## config.mk

```make
export PLATFORM = sky130hd
export DESIGN_NAME = kma_div
export DESIGN_NICKNAME = d
export VERILOG_FILES = /design/src/sv/kma_div.sv
export SDC_FILE = /design/constraint.sdc
export NUM_CORES = 1
export LEC_CHECK = 0
export BUFFER_PORTS_ARGS = -buffer_cell sky130_fd_sc_hd__buf_2
export CORE_MARGIN = 2
export CORE_UTILIZATION = 29
export CTS_CLUSTER_DIAMETER = 100
export DETAILED_ROUTE_END_ITERATION = 8
export MAX_ROUTING_LAYER = met4
export PLACE_DENSITY = 0.48
export SLEW_MARGIN = 20
export SYNTH_ARGS = -nofsm -noshare
export SYNTH_HDL_FRONTEND = slang
export SYNTH_SLANG_ARGS = --single-unit
```

## constraint.sdc

```tcl
create_clock -name clk -period 8.5 [get_ports clk]
set_input_delay 0.85 -clock clk [delete_from_list [all_inputs] [get_ports clk]]
set_output_delay 0.85 -clock clk [all_outputs]
set_load 0.02 [all_outputs]
```

## src/sv/kma_div.sv

```systemverilog
// Restoring divider, one quotient bit per cycle.
module kma_div #(
    parameter int NUM_BITS = 36,
    parameter int DEN_BITS = 20
) (
    input  logic                clk,
    input  logic                rst_n,
    input  logic                start,
    input  logic [NUM_BITS-1:0] num,
    input  logic [DEN_BITS-1:0] den,
    output logic                done,
    output logic [NUM_BITS-1:0] quot
);

    localparam int CNT_W = $clog2(NUM_BITS + 1);

    logic [NUM_BITS-1:0] quo_reg;
    logic [DEN_BITS-1:0] rem_reg;
    logic [DEN_BITS-1:0] den_reg;
    logic [CNT_W-1:0]    cnt_reg;
    logic                run_reg;
    logic                done_reg;
    logic [DEN_BITS:0]   trial;
    logic [DEN_BITS:0]   diff;
    logic                take;

    assign trial = {rem_reg, quo_reg[NUM_BITS-1]};
    assign diff  = trial - {1'b0, den_reg};
    assign take  = trial >= {1'b0, den_reg};

    always_ff @(posedge clk or negedge rst_n)
    begin
        if (!rst_n)
        begin
            run_reg  <= 1'b0;
            done_reg <= 1'b0;
            cnt_reg  <= '0;
        end
        else
        begin
            done_reg <= 1'b0;
            if (start)
            begin
                run_reg <= 1'b1;
                cnt_reg <= '0;
                quo_reg <= num;
                rem_reg <= '0;
                den_reg <= den;
            end
            else if (run_reg)
            begin
                rem_reg <= take ? diff[DEN_BITS-1:0] : trial[DEN_BITS-1:0];
                quo_reg <= {quo_reg[NUM_BITS-2:0], take};
                cnt_reg <= cnt_reg + 1'b1;
                if (cnt_reg == CNT_W'(NUM_BITS - 1))
                begin
                    run_reg  <= 1'b0;
                    done_reg <= 1'b1;
                end
            end
        end
    end

    assign done = done_reg;
    assign quot = quo_reg;

endmodule

```

==> results.toml <==
[yosys]
ys_top_cells_by_count = "edfxtp_1 (76), mux2_2 (35), nor2_1 (33), inv_1 (26), a21oi_1 (22)"
yosys_warnings = 0
synthArstFlopShare_pct = 9.52
netlist_instances = 434
synth_top_area_cell = "edfxtp_1"
synth.area.top_cells = "edfxtp_1 (46%), mux2_2 (8.0%), ha_1 (5.3%), dfrtp_1 (4.1%), nor2_1 (2.5%)"
synth_top_family_by_area = "compound AO/OA/AOI/OAI gates"
synthMuxAreaShare_pct = 8.61
synth-simple-area-share_pct = 10.4
yosysTopAreaCellShare_pct = 46.3
postSynth.topFlopCell = "edfxtp_1"
synth_nets = 515
avgSynthCellArea_um2 = 11.4
synth_xor_area_share_pct = 2.84
ys_ff_latch = 84
synth_edf_count = 76
synth_compound_area_share_pct = 17.5
synth.most_common_cell = "edfxtp_1"
syn_area_um2 = 4930
synth_cell_types = 56
ys_seq_area_share_pct = 50.4
synthAdderAreaFrac_pct = 5.74

[die]
coreArea_um2 = 16600
fp.dieW_um = 134
initial_core_util_pct = 29.7
die-area_um2 = 18000
die_h_um = 134
fp-row-count = 47
io_pins = 96

[clocking]
cts_resized = 0
clk_latency_ps = 340
htree_num_levels = 3
cts-root-buf = "clkbuf_16"
cts_tree = "yes"
cts_max_path_buffers = 2
cts_hold_repair.buffers = 0
cts_num_sinks = 84
cts_setup_buffers = 0
clk_pin_slew_worst_paths_ps = 60
numCtsBuffers = 9

[layout]
nets = 600
areaGrowthSynthToFinish_pct = 18.6
regArea_um2 = 2480
multi_input_area_um2 = 2230
largest_reg_flops = 36
n_antenna_cell = 0
layout-drive-gt1-share_pct = 29.6
num-fill-cells = 1719

[drt]
wirelength_mm = 12.4
drt-vias-per-instance = 5.07
drt_iter0_drc = 252
num_vias = 3764
drcViolationCount = 0
drtAntennaViolNets = 0
post_drt_wl_per_cell_um = 16.6
first_pass_iters = 5

[critical_path]
max_stage_delay_ps = 630
crit_top_cell = "a211oi_2"
reg2reg_to = "rem_reg[15]$_SDFFCE_PP0P_"
r2r_cells = 7
cp_top_family = "compound AO/OA/AOI/OAI gates"
critPathKind = "flip-flop to flip-flop"
path_cells = "ha_1, a211oi_2, o21ai_1, a211oi_2, a21o_1, a221oi_1, a311o_1"
cp-start-kind = "flip-flop"
crit_buf_inv = 0
path_max_fanout = 21
regToRegStartpoint = "rem_reg[8]$_SDFFCE_PP0P_"
cp.arrival_ps = 3180
end_kind = "flip-flop"
r2r_slack_ps = 5410
cp.required_ps = 8590
critPathLaunch = "rem_reg[8]$_SDFFCE_PP0P_"
critical-path-slowest-cell = "a21o_1"

[timing]
max-slew-margin-rel_pct = 35.1
tns_ps = 0
fin_skew_ps = 7.83
hold_viol_final = 0
period_share_pct = 36.3
finalSetupViolations = 0
rsz0062_at_grt = "false"
worst_pin_slew_ps = 971
period_minus_slack_ps = 3090
slew_viol_final = 0
max_clock_freq_mhz = 324

[power]
power.leakage_nw = 2.35
ir_drop_mv = 0.103
power.density_nw_per_um2 = 216
p_total_mw = 1.26

[grt]
track_usage_pct = 15.1
first_global_vias = 4001
antenna_found_initial = 0
grt_pass1_wl_mm = 20.7
overflow = 0
grt_start_max_net_pins = 67

[worst_hold_path]
whs_path_depth = 1
hp-class = "flip-flop to flip-flop"
min_to = "done$_DFF_PN0_"
min_from = "cnt_reg[2]$_DFFE_PN0N_"

[status]
outcome = "completed"

[placed_design]
io_buffers = 95
dpl.hpwl_mm = 8.73
place.gp.congestion = 0.833

[flow_run]
max-cap-violations = 0
==> power by group <==
group	switching (mW)	total [mW]	internal (mW)	leakage (nW)
combinational	0.222	0.376	0.154	1.37
clock	0.163	0.360	0.197	0.125
sequential	0.0261	0.529	0.503	0.848
==> routing by layer <==
layer,global-route usage (%),vias to the layer above,part of all wire (%)
li1,-,1830,-
met1,18.9,1792,46
met2,23.4,135,46
met3,4.95,7,7.6
met4,4.39,0,0.85
met5,-,-,0
==> metrics by stage <==
step	std cells	worst slack, ps	area (µm²)	util [%]	hold slack (ps)
global placement	728	5370	5580	33.7	531
detailed placement	728	5320	5580	33.7	540
CTS	743	5440	5840	35.2	549
floorplan	434	5190	4930	-	490
finish	743	5410	5840	35.2	542
global route	743	5200	5840	35.2	579
==> layout make-up <==
| cell class | count | share of cell area, % |
|---|---|---|
| inverter | 26 | 1.67 |
| multi-input combinational | 300 | 38.2 |
| sequential | 84 | 42.5 |
| clock buffer | 11 | 3.98 |
| timing repair buffer | 98 | 8.52 |
| clock inverter | 4 | 0.428 |
| tap | 220 | 4.71 |
==> cell families (layout without fill, tap and decap cells) <==
family / Yosys count / after routing
buffers and inverters: 50 / 139
multiplexers: 38 / 38
AO/OA/AOI/OAI: 121 / 121
flip-flops: 84 / 84
AND/OR/NAND/NOR: 103 / 103
XOR/XNOR: 16 / 16
adder cells (fa/ha/maj): 22 / 22
==> worst register-to-register path, stage by stage (launching register included) <==
cell      delay (ps)
edfxtp_1         430
ha_1             430
a211oi_2         290
o21ai_1          160
a211oi_2         350
a21o_1           630
a221oi_1         200
a311o_1          350
==> cell usage in the layout (no fill, tap or decap), drive strengths merged, types with 6 or more instances in the layout <==
cell type / n
buf: 98
edfxtp: 76
mux2: 35
nor2: 33
inv: 28
o21ai: 25
a21oi: 24
ha: 21
nand3: 17
nand2: 14
a311oi: 13
a21o: 12
clkbuf: 11
xor2: 8
xnor2: 8
dfrtp: 8
a211oi: 7
nand4: 6
==> worst max path at each step <==
stage / to / slack [ps] / depth (start not counted)
2_1_floorplan: quot[0]$_DFFE_PP_ / 5190 / 3
3_3_place_gp: quot[10]$_DFFE_PP_ / 5370 / 4
3_5_place_dp: quot[9]$_DFFE_PP_ / 5320 / 4
4_1_cts: rem_reg[15]$_SDFFCE_PP0P_ / 5440 / 7
5_1_grt: rem_reg[15]$_SDFFCE_PP0P_ / 5200 / 7
6_report: rem_reg[15]$_SDFFCE_PP0P_ / 5410 / 7
No activity file was read; power rests on OpenSTA's default activity.
