`config.mk`:
```
export PLATFORM = sky130hd
export DESIGN_NAME = kma_dist
export DESIGN_NICKNAME = d
export VERILOG_FILES = /design/src/sv/kma_pkg.sv /design/src/sv/kma_dist.sv
export SDC_FILE = /design/constraint.sdc
export NUM_CORES = 1
export LEC_CHECK = 0
export ABC_CLOCK_PERIOD_IN_PS = 6000
export BUFFER_PORTS_ARGS = -buffer_cell sky130_fd_sc_hd__buf_2
export CAP_MARGIN = 10
export CORE_UTILIZATION = 55
export DETAILED_ROUTE_END_ITERATION = 8
export PLACE_DENSITY_LB_ADDON = 0.25
export SYNTH_ARGS = -nofsm -noshare
export SYNTH_HDL_FRONTEND = slang
export SYNTH_SLANG_ARGS = --single-unit
```
`constraint.sdc`:
```
create_clock -name clk -period 6 [get_ports clk]
set_input_delay 0.9 -clock clk [delete_from_list [all_inputs] [get_ports clk]]
set_output_delay 0.9 -clock clk [all_outputs]
set_load 0.005 [all_outputs]
```
`src/sv/kma_pkg.sv`:
```
// Shared types and constants for the k-means assign and update block.
package kma_pkg;

    localparam int DIST_BITS = 36;
    localparam int SUM_BITS  = 36;
    localparam int OUT_COUNT_BITS = 20;
    localparam int OUT_CLUSTER_BITS = 9;

    localparam logic [DIST_BITS-1:0] DIST_MAX = {DIST_BITS{1'b1}};

    localparam logic [1:0] CMD_LOAD   = 2'd0;
    localparam logic [1:0] CMD_POINT  = 2'd1;
    localparam logic [1:0] CMD_UPDATE = 2'd2;

    localparam logic KIND_ASSIGN = 1'b0;
    localparam logic KIND_UPDATE = 1'b1;

    // Register index as decoded from paddr[2].
    localparam logic REG_CLUSTERS = 1'b0;
    localparam logic REG_DIMS     = 1'b1;

    localparam logic [9:0] CLUSTERS_RESET = 10'd512;
    localparam logic [3:0] DIMS_RESET     = 4'd14;

    // Tags that travel with one coordinate through the distance pipeline.
    typedef struct packed {
        logic valid;
        logic first;
        logic last;
        logic final_item;
    } dist_ctl_t;

endpackage

```
`src/sv/kma_dist.sv`:
```
// Shared subtract-square-accumulate unit for squared distances.
module kma_dist #(
    parameter int COORD_BITS = 16,
    parameter int CW = 9
) (
    input  logic                         clk,
    input  logic                         rst_n,
    input  kma_pkg::dist_ctl_t           ctl,
    input  logic [CW-1:0]                cluster_in,
    input  logic signed [COORD_BITS-1:0] pt,
    input  logic signed [COORD_BITS-1:0] cen,
    output logic                         out_valid,
    output logic                         out_final,
    output logic [CW-1:0]                out_cluster,
    output logic [kma_pkg::DIST_BITS-1:0] out_dist
);

    localparam int DFW = COORD_BITS + 1;

    logic signed [DFW-1:0] diff;
    logic [DFW-1:0]        mag;
    logic [33:0]           mag_ext;

    kma_pkg::dist_ctl_t a_ctl_reg, b_ctl_reg;
    logic [CW-1:0]      a_c_reg, b_c_reg;
    logic [17:0]        a_mag_reg;
    logic               a_over_reg, b_over_reg;
    logic [kma_pkg::DIST_BITS-1:0] b_sq_reg;
    logic [kma_pkg::DIST_BITS-1:0] acc_reg;
    logic [kma_pkg::DIST_BITS-1:0] base;
    logic [kma_pkg::DIST_BITS:0]   sum;
    logic                out_valid_reg, out_final_reg;
    logic [CW-1:0]       out_c_reg;

    assign diff    = $signed({pt[COORD_BITS-1], pt}) - $signed({cen[COORD_BITS-1], cen});
    assign mag     = diff[DFW-1] ? DFW'(-diff) : DFW'(diff);
    assign mag_ext = 34'(mag);
    assign base    = b_ctl_reg.first ? '0 : acc_reg;
    assign sum     = {1'b0, base} + {1'b0, b_sq_reg};

    always_ff @(posedge clk or negedge rst_n)
    begin
        if (!rst_n)
        begin
            a_ctl_reg     <= '0;
            b_ctl_reg     <= '0;
            out_valid_reg <= 1'b0;
            out_final_reg <= 1'b0;
        end
        else
        begin
            a_ctl_reg  <= ctl;
            a_c_reg    <= cluster_in;
            a_mag_reg  <= mag_ext[17:0];
            a_over_reg <= mag_ext >= 34'(1 << 18);

            b_ctl_reg  <= a_ctl_reg;
            b_c_reg    <= a_c_reg;
            b_over_reg <= a_over_reg;
            b_sq_reg   <= a_mag_reg * a_mag_reg;

            // A saturated partial sum stays saturated for the rest of the cluster.
            if (b_ctl_reg.valid)
            begin
                if (b_over_reg || sum > {1'b0, kma_pkg::DIST_MAX})
                begin
                    acc_reg <= kma_pkg::DIST_MAX;
                end
                else
                begin
                    acc_reg <= sum[kma_pkg::DIST_BITS-1:0];
                end
            end
            out_valid_reg <= b_ctl_reg.valid && b_ctl_reg.last;
            out_final_reg <= b_ctl_reg.valid && b_ctl_reg.final_item;
            out_c_reg     <= b_c_reg;
        end
    end

    assign out_valid   = out_valid_reg;
    assign out_final   = out_final_reg;
    assign out_cluster = out_c_reg;
    assign out_dist    = acc_reg;

endmodule
```
==> impl_metrics.tcl <==
set metrics [dict create \
    outcome "finished with violations" \
    holdCritPathClass "reg -> reg" \
    critical_path.endpoint_type "register" \
    wl_um 32730 \
    crit_fanout 5 \
    rsz0062_at_grt "true" \
    via_per_inst 5.346 \
    critPathTopFamily "adder cells" \
    antenna_found_initial 0 \
    yosys.cell_types.count 69 \
    n_fill_cell 2075 \
    crit_path_top_delay_cell "fa_1" \
    hpwl_um 25270 \
    remaining_drc_errors 0 \
    num_vias 11340 \
    worstSetupPathDepth 21 \
    grt.overflow.total 0 \
    yosysWarningCount 0 \
    synth_cells 1556 \
    pre_cts_slack_ns -0.2371 \
    worstPathRequired_ns 6.18 \
    setup_viol 1 \
    max_slew_margin_pct 24.47 \
    routedWlPerCell_um 15.43 \
    die_y_um 168.8 \
    gp_congestion 0.9437 \
    async_flop_share_pct 8.130 \
    ys_top_cells_by_area "fa_1, edfxtp_1, ha_1" \
    n_antenna_cell 0 \
    synth.top_cell.area_share_pct 25.24 \
    grt_max_degree 47 \
    root_buffer "clkbuf_16" \
    start_kind "register" \
    drive_gt1_share_pct 17.84 \
    max_freq_mhz 166.5 \
    arrival_ns 6.18 \
    cts_htree_levels 4 \
    clk_pin_slew_ns 0.07 \
    die_w_um 168.8 \
    maxCapViolCount 0 \
    initial_core_util_pct 56.49 \
    largest_reg_flops 36 \
    slew_violations 0 \
    syn_nets 1956 \
    synth_edf_count 113 \
    critPathMostFrequentCell "fa_1" \
    rows 60 \
    hold_ws_ns 0.3460 \
    rr_startpoint "a_mag_reg[10]" \
    core_mm2 0.02710 \
    ff2ff_path_depth 21 \
    placed_cells 2065 \
    fin_setup_tns_ns -0.005443 \
    seq_area_mm2 0.003643 \
    cp.buffers_inverters 5 \
    drt_iter0_drc 710 \
    io_buffers 93 \
    fin_skew_ns 0.01170 \
    crit_chain "buf_6, and2_1, fa_1, inv_1, fa_1, inv_1, fa_1, fa_1, fa_1, inv_2, fa_1, inv_1, ha_4, a21o_1, a21o_1, a2111oi_4, o221ai_2, nand2_1, o2111a_1, a21oi_2, xor2_1" \
    worst_skew_pair.late_latency_ns 0.43 \
    finalNonFillerCells 2121 \
    first_global_vias 11550 \
    min_from "a_ctl_reg[0]" \
    post-route-min-period_ns 6.005 \
    synth-main-ff-cell "edfxtp_1" \
    cts_tree "built" \
    dieArea_mm2 0.02851 \
    worstSetupPathType "reg -> reg" \
    hold_end "b_ctl_reg[0]" \
    hold_violations 0 \
    cts_max_path_buffers 2 \
    multiInputGateArea_mm2 0.01070 \
    violations "setup timing" \
    syn_to_final_growth_pct 16.93 \
    r2r-end "b_sq_reg[31]" \
    ys_seq_elements 123 \
    layout_setup_ws_ns -0.005443 \
    final_nets 2136 \
    grt_usage_pct 23.44 \
    synth_top_cell_by_area "fa_1" \
    fin_crit_sh_pct 100.1 \
    r2r_slack_ns -0.005 \
    ios 94 \
    first_pass_iters 5 \
    cts_sinks 123 \
    antenna_left 0 \
    worst-slew-pin-transition_ns 1.133 \
    synth.avg_cell_area_um2 9.838 \
    grt_pass1_wl_um 53500 \
    synth.cell_area_mm2 0.01531 \
    numCtsBuffers 17 \
    ys_seq_area_share_pct 23.80 \
    cpPeakStageDelay_ns 0.59 \
    holdPathStages 0 \
]
[final cells by class]
| class | instances | share of cell area [%] |
|---|---|---|
| Sequential cell | 123 | 20.36 |
| Tap cell | 372 | 2.600 |
| Multi-Input combinational cell | 1094 | 59.76 |
| Inverter | 302 | 6.333 |
| Timing Repair Buffer | 198 | 7.340 |
| Clock inverter | 14 | 1.160 |
| Clock buffer | 18 | 2.454 |
[metrics by stage]
step,utilization (%),area [um^2]
floorplan,-,15330
global placement,61.59,16690
detailed placement,61.59,16690
CTS,64.19,17400
global route,66.05,17900
finish,66.05,17900
[Yosys cell counts, drive strengths merged (3+ instances only)]
library cell and count:
a2111oi 3, a211oi 15, a21o 30, a21oi 70
a221oi 3, a31oi 10, a41oi 3, and2 59
and3 11, and4 3, buf 5, clkbuf 32
dfrtp 10, edfxtp 113, fa 193, ha 160
inv 302, nand2 125, nand2b 37, nand3 26
nand4 6, nor2 56, nor2b 43, nor3 17
o2111ai 4, o211ai 3, o21a 12, o21ai 44
o21bai 11, o31a 6, o31ai 3, or2 11
or3 5, xnor2 64, xor2 28
[routing by layer]
metal | global-route usage [%] | vias to the layer above | share of wire (%)
met4 | 6.443 | 0 | 2.1
met5 | 0 | - | 0
met2 | 40.95 | 358 | 50
met1 | 30.91 | 5490 | 44
met3 | 2.665 | 53 | 4.6
li1 | - | 5438 | -
[how the worst max path moves through the flow]
stage	from	to	slack (ns)
6_report	a_mag_reg[10]	b_sq_reg[31]	-0.005
3_5_place_dp	a_mag_reg[11]	b_sq_reg[24]	-0.24
2_1_floorplan	a_mag_reg[4]	b_sq_reg[24]	0.007
4_1_cts	a_mag_reg[5]	b_sq_reg[24]	0.002
5_1_grt	a_mag_reg[5]	b_sq_reg[29]	-0.22
3_3_place_gp	a_mag_reg[9]	b_sq_reg[24]	-0.1
[cell families after synthesis]
kind of cell    count (synthesis)  share of synthesized area (%)
simple gates                  410                          13.68
fa+ha+maj                     353                          38.32
buf+inv                       339                          8.476
compound gates                237                          10.31
flops                         123                          23.80
xor+xnor                       92                          5.264
mux                             2                         0.1471
[timing repair]
item	in CTS	in global routing
hold buffers	0	0
resized for setup	16	73
endpoints found under the setup margin	8	15
gates cloned	0	1
setup buffers	1	22
pin swaps	6	45
[cells in the final DEF (no fill, tap or decap), drive strengths merged, types with 5 or more instances in the layout]
master	instances
a211oi	15
a21o	30
a21oi	70
a31oi	10
and2	59
and3	11
buf	198
clkbuf	18
dfrtp	10
edfxtp	113
fa	193
ha	160
inv	307
nand2	125
nand2b	37
nand3	26
nand4	6
nor2	56
nor2b	43
nor3	17
o21a	12
o21ai	44
o21bai	11
o31a	6
or2	11
or3	5
xnor2	64
xor2	28
Power is not shown: default switching activity piles up to over one toggle a cycle in this logic, so the estimate is an artifact.
